## config.mk

```make
export PLATFORM = sky130hd
export DESIGN_NAME = kets_ctrl
export DESIGN_NICKNAME = d
export VERILOG_FILES = /design/src/hw/rtl/kets_pkg.sv /design/src/hw/rtl/kets_ctrl.sv
export SDC_FILE = /design/constraint.sdc
export NUM_CORES = 1
export LEC_CHECK = 0
export BUFFER_PORTS_ARGS = -buffer_cell sky130_fd_sc_hd__buf_2
export CAP_MARGIN = 20
export CORE_UTILIZATION = 25
export CTS_CLUSTER_DIAMETER = 100
export CTS_CLUSTER_SIZE = 10
export DETAILED_ROUTE_END_ITERATION = 6
export SYNTH_ARGS = -nofsm -noshare
export SYNTH_HDL_FRONTEND = slang
export SYNTH_SLANG_ARGS = --single-unit
export TNS_END_PERCENT = 100
```

## constraint.sdc

```tcl
create_clock -name clk -period 1.45 [get_ports clk]
set_input_delay 0.3625 -clock clk [delete_from_list [all_inputs] [get_ports clk]]
set_output_delay 0.3625 -clock clk [all_outputs]
set_load 0.02 [all_outputs]
```

## src/hw/rtl/kets_pkg.sv

```systemverilog
// Package for the key expiry table sweeper.
// Field widths, register codes, reset values and the controller/datapath structs.
// No dependencies; every other file imports it.
package kets_pkg;

  localparam int TABLE_ENTRIES_DEF = 256;
  localparam int KEY_BITS_DEF      = 16;

  localparam int MODE_W    = 1;
  localparam int KEY_W     = 16;
  localparam int TIME_W    = 64;
  localparam int STATUS_W  = 1;
  localparam int EXPIRED_W = 11;
  localparam int LIVE_W    = 9;
  localparam int CYCLES_W  = 32;

  localparam int SAMPLE_W = 7;
  localparam int BATCH_W  = 5;

  localparam logic [SAMPLE_W-1:0] SAMPLE_RESET = SAMPLE_W'(20);
  localparam logic [BATCH_W-1:0]  BATCH_RESET  = BATCH_W'(10);
  // a batch that removes at most batch_len/4 entries ends the sweep
  localparam int LOW_HIT_SHIFT = 2;

  localparam int APB_ADDR_W = 3;
  localparam int APB_DATA_W = 32;

  localparam logic REG_BATCH_LEN   = 1'b0;
  localparam logic REG_MAX_BATCHES = 1'b1;

  localparam logic MODE_SET   = 1'b0;
  localparam logic MODE_SWEEP = 1'b1;

  localparam logic STATUS_OK   = 1'b0;
  localparam logic STATUS_FULL = 1'b1;

  typedef struct packed {
    logic clr;
    logic load;
    logic scan;
    logic commit;
    logic emit;
  } kets_cmd_t;

  typedef struct packed {
    logic clr_last;
    logic req_sweep;
    logic sweep_skip;
    logic mode_sweep;
    logic scan_done;
    logic out_free;
  } kets_sts_t;

endpackage

```

## src/hw/rtl/kets_ctrl.sv

```systemverilog
// Controller: clearing pass, request intake, table scan, commit and result hand-off.
// Depends on kets_pkg.
module kets_ctrl (
  input  logic                clk,
  input  logic                rst,
  input  logic                req_valid,
  output logic                req_ready,
  input  kets_pkg::kets_sts_t sts,
  output kets_pkg::kets_cmd_t cmd
);
  import kets_pkg::*;

  typedef enum logic [4:0] {
    S_CLEAR  = 5'b00001,
    S_IDLE   = 5'b00010,
    S_SCAN   = 5'b00100,
    S_COMMIT = 5'b01000,
    S_EMIT   = 5'b10000
  } state_t;

  state_t state;
  state_t state_next;

  always_ff @(posedge clk) begin
    if (rst) begin
      state <= S_CLEAR;
    end else begin
      state <= state_next;
    end
  end

  assign req_ready = (state == S_IDLE);

  always_comb begin
    state_next = state;
    cmd        = '0;
    unique case (state)
      S_CLEAR: begin
        cmd.clr = 1'b1;
        if (sts.clr_last) begin
          state_next = S_IDLE;
        end
      end
      S_IDLE: begin
        if (req_valid) begin
          cmd.load = 1'b1;
          if (sts.req_sweep && sts.sweep_skip) begin
            state_next = S_EMIT;
          end else begin
            state_next = S_SCAN;
          end
        end
      end
      S_SCAN: begin
        cmd.scan = 1'b1;
        if (sts.scan_done) begin
          state_next = sts.mode_sweep ? S_EMIT : S_COMMIT;
        end
      end
      S_COMMIT: begin
        cmd.commit = 1'b1;
        state_next = S_EMIT;
      end
      S_EMIT: begin
        if (sts.out_free) begin
          cmd.emit   = 1'b1;
          state_next = S_IDLE;
        end
      end
      default: begin
        state_next = S_CLEAR;
      end
    endcase
  end

endmodule

```

==> impl_results.md <==
* Nets at between 80 and 90
* Failing checks: setup timing
* Worst Setup Slack, final at -0.1815 ns
* Max-Cap Viols at 0
* CP peak stage delay at approximately 0.4 ns
* Pwr dens at 662.4 nW/um2
* Sequential share of the synthesized area at 0.2469
* Async set-or-reset flop fraction in the synthesized netlist at 0
* Width of the chip at 42.27 um
* Clk buf depth at 2
* # diodes at 0
* Status: complete, but fails checks
* Pint at about 0.32 mW
* Global-route wire length before repair at 2007 um
* Die Ht at around 42 um
* Total gr overflow at 0
* CP Cell Sequence: or3b_4 -> nor3_4 -> buf_6
* Crit-path max FO at 4
* Gr usage total at 0.1484
* VDD IR max at ~340 uV
* Core Region at around 1500 um2
* First drt pass iteration count at 5
* Fin cells at 94
* R2r setup slk at roughly 0.010 ns
* Slew Viols, Final at 0
* Worst r2r path cells at 6
* TritonCTS Buffers at 3
* Wire per inst at around 11 um
* Switching share of power at 0.2894
* FILL cells at ~160
* Post-synth top cells: dfxtp_1, nor2_1, nor3b_1
* R2R Path End: state[4]
* Final Power at 0.4459 mW
* Post-Syn Area at a little over 400 um2
* Top cell type's share of synthesized area at 0.2469
* Worst Setup SP: state[3]
* Leakage at 0.2922 nW
* Port Buf Inserts at 14
* CP Class: reg -> out
* Syn. warnings at 0
* Syn_nets at 60
* Clk_lat worst skew at about 0.25 ns
* Die footprint at between 1500 and 2000 um2
* Biggest register: state
* DRC at 0
* Total number of vias at approximately 480
* Hold Crit Start: sts[2]
* Hold crit path type: in -> reg
* Final Hold Viols at 0
* Post-synth EDFFs at 0
* Core Rows at 14
* Htree depth at 1
* Layout cell share with drive strength beyond 1 at 0.5256
* Root buffer cell: clkbuf_4
* Max reg flops at 5
* P_sw at between 0.1 and 0.15 mW
* Vias in the first global route at ~480
* Post-synth top area cell: dfxtp_1
* Area Growth Syn to Fin at 66.05%
* Combinational power share at 0.288
* Synth Instances at 51
* DR iter-0 viols at 7
* Synth unique cells at 31
* Via density at approximately 5.1
* DP Worst Slack at approximately 0.017 ns
* Critical Path AT at 1.27 ns
* ANT nets after route at 0
* Worst hold stages at 2
* Largest regs: state x5
* CP max-delay cell: or3b_4
* Clock sinks at 5
* Top-Level Pins at 15
* Post-DP HPWL at slightly above 800 um
* CTS tree: done
* Endpoints failing setup at 6
* CP Data Required Time at roughly 1.1 ns
* Fmax at between 600 and 700 MHz
* Unrepaired setup endpoints after global routing: yes
* Setup Skew at around 0.0037 ns
* Post-route cell area at 673.1 um2
* Routed WL at approximately 1100 um
* Fin crit share at 1.125
* Slew at the pin closest to its max-slew limit at about 0.25 ns
* Seq pwr share at 0.333
* Worst relative slew slack at 0.8361
* CP Launch Type: flip-flop
* Area after DPL at approximately 560 um2
* Top post-synthesis cells by area: dfxtp_1, nor3b_1, nor2_1
* Hold slack at around 0.30 ns
* Placer's final routability congestion estimate at 0.7963
* Worst-path clk slew at around 0.050 ns
* Min cycle time layout at 1.631 ns
* CP endpoint kind: primary output
* Clock Power Share at 0.379
* Avg Inst Size Synth at between 7 and 8 um2
* Post-CTS Hold Buffers at 0
* Placed Cells at between 80 and 90
* #FFs+latches synth at 5
* Prevailing post-synth register cell: dfxtp_1
* Hold path endpoint: state[3]
* Initial core utilization at 0.2691
* Antenna violations before repair at 0
* R2R Path Start: state[3]
* Largest net degree at the start of global routing at 10
==> metal layers <==
layer | routed length [um] | part of all wire | global-route usage | vias to the layer above
li1 | - | - | - | 241
met1 | 491 | 0.46 | 0.1905 | 224
met2 | 507 | 0.47 | 0.2277 | 15
met3 | 57 | 0.053 | 0.02586 | 2
met4 | 19 | 0.018 | 0.09375 | 0
met5 | 0 | 0 | 0 | -
==> cell type report <==
cell class / instances / area (um2) / share of cell area
Multi-Input combinational cell: 41 / 300.3 / 0.4461
Timing Repair Buffer: 27 / 216.5 / 0.3216
Sequential cell: 5 / 106.4 / 0.1580
Clock buffer: 4 / 26.28 / 0.03903
Tap cell: 16 / 20.02 / 0.02974
Inverter: 1 / 3.754 / 0.005576
==> power by group through the flow <==
stage	Sequential [mW]	Clock (mW)	Combinational [mW]
after floorplan	0.147	0	0.0758
after global placement	0.151	0	0.112
after detailed placement	0.151	0	0.112
after CTS	0.148	0.170	0.122
after global routing	0.149	0.178	0.141
final	0.149	0.169	0.129
==> cell families after synthesis <==
| kind of cell | after synthesis | share of synthesized area |
|---|---|---|
| AOI/OAI and AO/OA | 9 | 0.1543 |
| xor gates and xnor gates | 2 | 0.04322 |
| buffers and inverters | 5 | 0.08024 |
| DFF | 5 | 0.2469 |
| and+or+nand+nor | 30 | 0.4753 |
==> placed cells by master (no fill, tap or decap), types with 2 or more instances in the layout <==
| master | Yosys | final |
|---|---|---|
| a21oi_1 | 2 | 2 |
| buf_2 | 2 | 8 |
| buf_4 | 1 | 10 |
| buf_6 | 1 | 9 |
| clkbuf_4 | 0 | 3 |
| dfxtp_1 | 5 | 2 |
| dfxtp_2 | 0 | 2 |
| nand2_1 | 2 | 2 |
| nand3_1 | 3 | 3 |
| nand3b_1 | 2 | 2 |
| nor2_1 | 5 | 5 |
| nor3_4 | 0 | 2 |
| nor3b_1 | 4 | 4 |
| o21ai_0 | 2 | 2 |
| or3b_4 | 1 | 2 |
==> worst max-delay path by stage <==
stage | end | slack, ns
final | cmd[1] | -0.18
after global routing | cmd[3] | -0.23
after CTS | cmd[1] | -0.18
after detailed placement | cmd[1] | 0.02
after global placement | cmd[1] | 0.03
after floorplan | cmd[3] | -0.01
==> stage by stage <==
step	utilization	TNS (ns)
final	0.4468	-0.9296
after global routing	0.4468	-1.332
after CTS	0.4269	-0.8472
after detailed placement	0.3721	0
after global placement	0.3721	0
after floorplan	-	-0.01022
==> critical path, delay by kind of cell, from the launching register on <==
family        cells  cell delay, ns
buf+inv           1            0.13
flops             1            0.36
simple gates      2            0.52
==> timing repair <==
item | in CTS | in global routing
endpoints found under the setup margin | 6 | 7
pin swaps | 3 | 0
buffers inserted | 2 | 1
gates resized for setup | 14 | 7
No activity file was read; power rests on OpenSTA's default activity.
