--- src/hw/rtl/kets_pkg.sv ---
// Package for the key expiry table sweeper.
// Field widths, register codes, reset values and the controller/datapath structs.
// No dependencies; every other file imports it.
package kets_pkg;

  localparam int TABLE_ENTRIES_DEF = 256;
  localparam int KEY_BITS_DEF      = 16;

  localparam int MODE_W    = 1;
  localparam int KEY_W     = 16;
  localparam int TIME_W    = 64;
  localparam int STATUS_W  = 1;
  localparam int EXPIRED_W = 11;
  localparam int LIVE_W    = 9;
  localparam int CYCLES_W  = 32;

  localparam int SAMPLE_W = 7;
  localparam int BATCH_W  = 5;

  localparam logic [SAMPLE_W-1:0] SAMPLE_RESET = SAMPLE_W'(20);
  localparam logic [BATCH_W-1:0]  BATCH_RESET  = BATCH_W'(10);
  // a batch that removes at most batch_len/4 entries ends the sweep
  localparam int LOW_HIT_SHIFT = 2;

  localparam int APB_ADDR_W = 3;
  localparam int APB_DATA_W = 32;

  localparam logic REG_BATCH_LEN   = 1'b0;
  localparam logic REG_MAX_BATCHES = 1'b1;

  localparam logic MODE_SET   = 1'b0;
  localparam logic MODE_SWEEP = 1'b1;

  localparam logic STATUS_OK   = 1'b0;
  localparam logic STATUS_FULL = 1'b1;

  typedef struct packed {
    logic clr;
    logic load;
    logic scan;
    logic commit;
    logic emit;
  } kets_cmd_t;

  typedef struct packed {
    logic clr_last;
    logic req_sweep;
    logic sweep_skip;
    logic mode_sweep;
    logic scan_done;
    logic out_free;
  } kets_sts_t;

endpackage

--- src/hw/rtl/kets_cfg.sv ---
// APB register block: batch_len and max_batches.
// Depends on kets_pkg.
module kets_cfg (
  input  logic                             clk,
  input  logic                             rst,
  input  logic                             psel,
  input  logic                             penable,
  input  logic                             pwrite,
  input  logic [kets_pkg::APB_ADDR_W-1:0]  paddr,
  input  logic [kets_pkg::APB_DATA_W-1:0]  pwdata,
  output logic [kets_pkg::APB_DATA_W-1:0]  prdata,
  output logic                             pready,
  output logic [kets_pkg::SAMPLE_W-1:0]    batch_len,
  output logic [kets_pkg::BATCH_W-1:0]     max_batches
);
  import kets_pkg::*;

  logic wr_en;
  logic reg_sel;

  assign pready  = 1'b1;
  assign wr_en   = psel && penable && pwrite && pready;
  assign reg_sel = paddr[2];

  always_ff @(posedge clk) begin
    if (rst) begin
      batch_len   <= SAMPLE_RESET;
      max_batches <= BATCH_RESET;
    end else if (wr_en) begin
      unique case (reg_sel)
        REG_BATCH_LEN:   batch_len   <= pwdata[SAMPLE_W-1:0];
        REG_MAX_BATCHES: max_batches <= pwdata[BATCH_W-1:0];
        default: ;
      endcase
    end
  end

  always_comb begin
    unique case (reg_sel)
      REG_BATCH_LEN:   prdata = APB_DATA_W'(batch_len);
      REG_MAX_BATCHES: prdata = APB_DATA_W'(max_batches);
      default:         prdata = '0;
    endcase
  end

endmodule

--- config.mk ---
export PLATFORM = sky130hd
export DESIGN_NAME = kets_cfg
export DESIGN_NICKNAME = d
export VERILOG_FILES = /design/src/hw/rtl/kets_pkg.sv /design/src/hw/rtl/kets_cfg.sv
export SDC_FILE = /design/constraint.sdc
export NUM_CORES = 1
export LEC_CHECK = 0
export ABC_AREA = 1
export BUFFER_PORTS_ARGS = -buffer_cell sky130_fd_sc_hd__buf_4
export CAP_MARGIN = 20
export CORE_MARGIN = 5
export CORE_UTILIZATION = 35
export DETAILED_ROUTE_END_ITERATION = 12
export GPL_TIMING_DRIVEN = 0
export PLACE_DENSITY_LB_ADDON = 0.25
export SETUP_SLACK_MARGIN = 0.02
export SLEW_MARGIN = 20
export SYNTH_ARGS = -nofsm -noshare
export SYNTH_HDL_FRONTEND = slang
export SYNTH_SLANG_ARGS = --single-unit
--- constraint.sdc ---
create_clock -name clk -period 0.8 [get_ports clk]
set_input_delay 0 -clock clk [delete_from_list [all_inputs] [get_ports clk]]
set_output_delay 0 -clock clk [all_outputs]
set_load 0.05 [all_outputs]
==> load_flow_metrics.sql <==
INSERT INTO impl_metrics (metric_group, metric, value, unit) VALUES
('power_and_ir_drop', 'ir_drop', '0.000791', 'V'),
('power_and_ir_drop', 'pleak', '0.826', 'nW'),
('power_and_ir_drop', 'power_per_cell_area', '1260', 'mW/mm²'),
('floorplanning', 'die_width', '57.6', 'µm'),
('power_and_ir_drop', 'switching_part_of_the_total', '42.0', '%'),
('critical_path', 'cp-start-kind', 'flop', ''),
('critical_path', 'critical_path_arrival', '0.92', 'ns'),
('final_layout', 'fraction_of_layout_cells_with_a_size_suffix_above_1', '52.4', '%'),
('sta', 'timing.final.crit_share', '115', '%'),
('cts', 'cts_made_buffers', '3', ''),
('power_and_ir_drop', 'combinational_cell_fraction_of_total_power', '46.5', '%'),
('sta', 'setup_viol_count_final', '14', ''),
('cts', 'cts-root-to-sink-buffers', '2', ''),
('synth', 'syn_avg_cell_area', '6.46', 'µm²'),
('min_path', 'worst_hold_path_type', 'input pin to flop', ''),
('sta', 'timing.final.max_slew_violations', '0', ''),
('status', 'failed_checks', 'negative setup slack', ''),
('cts', 'clock_tree_from_tritoncts', 'done', ''),
('detailed_routing', 'drt_iter0_markers', '8', ''),
('synth', 'synth_area', '795', 'µm²'),
('status', 'result_of_the_run', 'complete, but fails checks', ''),
('floorplanning', 'rows', '17', ''),
('global_routing', 'grt_pass1_vias', '794', ''),
('final_layout', 'antennaDiodeCount', '0', ''),
('detailed_routing', 'remaining_number_of_nets_flagged_by_the_antenna_check_after_routing', '0', ''),
('detailed_routing', 'remaining_drc_errors', '0', ''),
('final_layout', 'finalNetCount', '232', ''),
('cts', 'clock_tree.htree_level_count', '1', ''),
('synth', 'syn-instance-count', '123', ''),
('synth', 'synth.yosys.warnings', '0', ''),
('sta', 'post-route-min-period', '0.923', 'ns'),
('power_and_ir_drop', 'share_seq_of_total_power', '32.9', '%'),
('critical_path', 'timing.critical_path.to_type', 'output pin', ''),
('global_routing', 'track_usage', '12.7', '%'),
('synth', 'sequential_area_share_after_synthesis', '30.2', '%'),
('power_and_ir_drop', 'cellInternalPower', '1.11', 'mW'),
('synth', 'synth_commonest_cells', '34 x sky130_fd_sc_hd__nand2_1, 27 x sky130_fd_sc_hd__buf_4, 18 x sky130_fd_sc_hd__nor2_1, 13 x sky130_fd_sc_hd__nand3_1, 12 x sky130_fd_sc_hd__dfxtp_1', ''),
('final_layout', 'stdcell_count', '219', ''),
('sta', 'finalClockSkew', '0', 'ns'),
('placed_design', 'dp_hpwl', '1620', 'µm'),
('floorplanning', 'die-height', '57.6', 'µm'),
('floorplanning', 'area_inside_the_core_boundary', '0.00219', 'mm²'),
('placed_design', 'place_inst', '206', ''),
('detailed_routing', 'wl_per_cell', '10.3', 'µm'),
('detailed_routing', 'post_drt_via_cell_ratio', '3.95', ''),
('cts', 'clk_latency', '0.28', 'ns'),
('sta', 'layout_setup_ws', '-0.123', 'ns'),
('cts', 'cts_root_buffer', 'sky130_fd_sc_hd__clkbuf_4', ''),
('final_layout', 'area_grow_syn2layout', '91.5', '%'),
('power_and_ir_drop', 'p_total', '1.91', 'mW'),
('flow_run', 'max-cap-violations', '0', ''),
('synth', 'synth.top_cells.by_area', 'sky130_fd_sc_hd__dfxtp_1 30%, sky130_fd_sc_hd__buf_4 26%, sky130_fd_sc_hd__nand2_1 16%', ''),
('detailed_routing', 'detailed_route_via_count', '866', ''),
('global_routing', 'grt_start_max_net_pins', '11', ''),
('sta', 'grt_setup_unrepaired', 'true', ''),
('global_routing', 'initial_antenna_violation_count', '0', ''),
('synth', 'yosysTopAreaCellShare', '30.2', '%'),
('cts', 'cts.sinks', '12', ''),
('sta', 'timing.final.hold_violations', '0', ''),
('detailed_routing', 'drt_pass1_iterations', '4', ''),
('synth', 'yosys.cell_types.count', '12', ''),
('synth', 'synth_edf_count', '0', ''),
('critical_path', 'crit_type', 'flop to output pin', ''),
('power_and_ir_drop', 'net_sw_power', '0.801', 'mW'),
('critical_path', 'worstPathRequired', '0.80', 'ns'),
('synth', 'synth_most_common_cell', 'sky130_fd_sc_hd__nand2_1', ''),
('sta', 'max_freq', '1080', 'MHz'),
('synth', 'synth-main-ff-cell', 'sky130_fd_sc_hd__dfxtp_1', ''),
('global_routing', 'grt_first_pass_wirelength', '3290', 'µm'),
('critical_path', 'ff2ff_setup_slack', '0.18', 'ns'),
('detailed_routing', 'drt-total-wl', '2260', 'µm');
area by class of cell:
type                    instances  area (µm²)  share of cell area [%]
plain buffers                  29         218                    14.3
clock buffers                   4        26.3                    1.73
inverters                      12        45.0                    2.96
multi-input cells              94         462                    30.3
flip-flops and latches         12         275                    18.1
well taps                      28        35.0                    2.30
repair buffers                 40         460                    30.3
logic make-up (layout without fill, tap and decap cells):
family / Yosys count / after routing / synth area share [%]
AND/OR/NAND/NOR: 68 / 68 / 35.7
buffers and inverters: 41 / 85 / 33.1
flip-flops: 12 / 12 / 30.2
other: 2 / 26 / 0.945
layout by cell type, fill, tap and decap left out, drive strengths merged:
cell and count:
buf 63, nand2 34, conb 26, nor2 21, nand3 13, inv 12, dfxtp 12, clkbuf 5
dlygate4sd3 3, dlymetal6s4s 2
power by group through the flow:
stage / clock [mW] / combinational [mW] / sequential [mW]
finish: 0.393 / 0.888 / 0.628
global route: 0.413 / 0.932 / 0.631
CTS: 0.393 / 0.851 / 0.628
detailed placement: 0 / 0.776 / 0.636
global placement: 0 / 0.769 / 0.634
floorplan: 0 / 0.563 / 0.708
state kept, by name, indices dropped and copies added, names as in the netlist:
name         cells
batch_len        7
max_batches      5
per-stage QoR:
stage	instance area, µm²	worst slack [ns]	utilization (%)	setup TNS (ns)
after floorplan	970	0.0289	-	0
after global placement	1240	-0.0172	56.5	-0.0653
after detailed placement	1240	-0.0435	56.5	-0.243
after CTS	1430	-0.110	65.2	-0.934
after global routing	1520	-0.147	69.4	-1.53
final	1520	-0.123	69.4	-1.26
worst max-delay path, stage by stage, from the launching register on:
cell	delay, ns
sky130_fd_sc_hd__dfxtp_4	0.36
sky130_fd_sc_hd__inv_2	0.04
sky130_fd_sc_hd__nor2_4	0.09
sky130_fd_sc_hd__buf_8	0.15
timing repair:
item	CTS	global route
setup buffers	1	4
hold endpoints to repair	6	0
pin swaps	6	3
hold buffers	5	0
setup endpoints to repair	19	22
resized for setup	31	20
worst paths after layout:
check / cells past startpoint / end / from
worst min register to register: 2 / batch_len[2] / batch_len[2]
worst min-delay path: 4 / max_batches[4] / paddr[2]
worst max register to register: 2 / max_batches[0] / max_batches[0]
worst max-delay path: 3 / prdata[5] / batch_len[5]
per-layer routing:
layer | wire length (µm) | vias to the layer above | track usage, %
met5 | 0 | - | 0
met4 | 26 | 0 | 7.95
met3 | 178 | 4 | 1.78
met2 | 1240 | 36 | 24.7
met1 | 814 | 375 | 12.4
li1 | - | 451 | -
No activity file was read; power rests on OpenSTA's default activity.
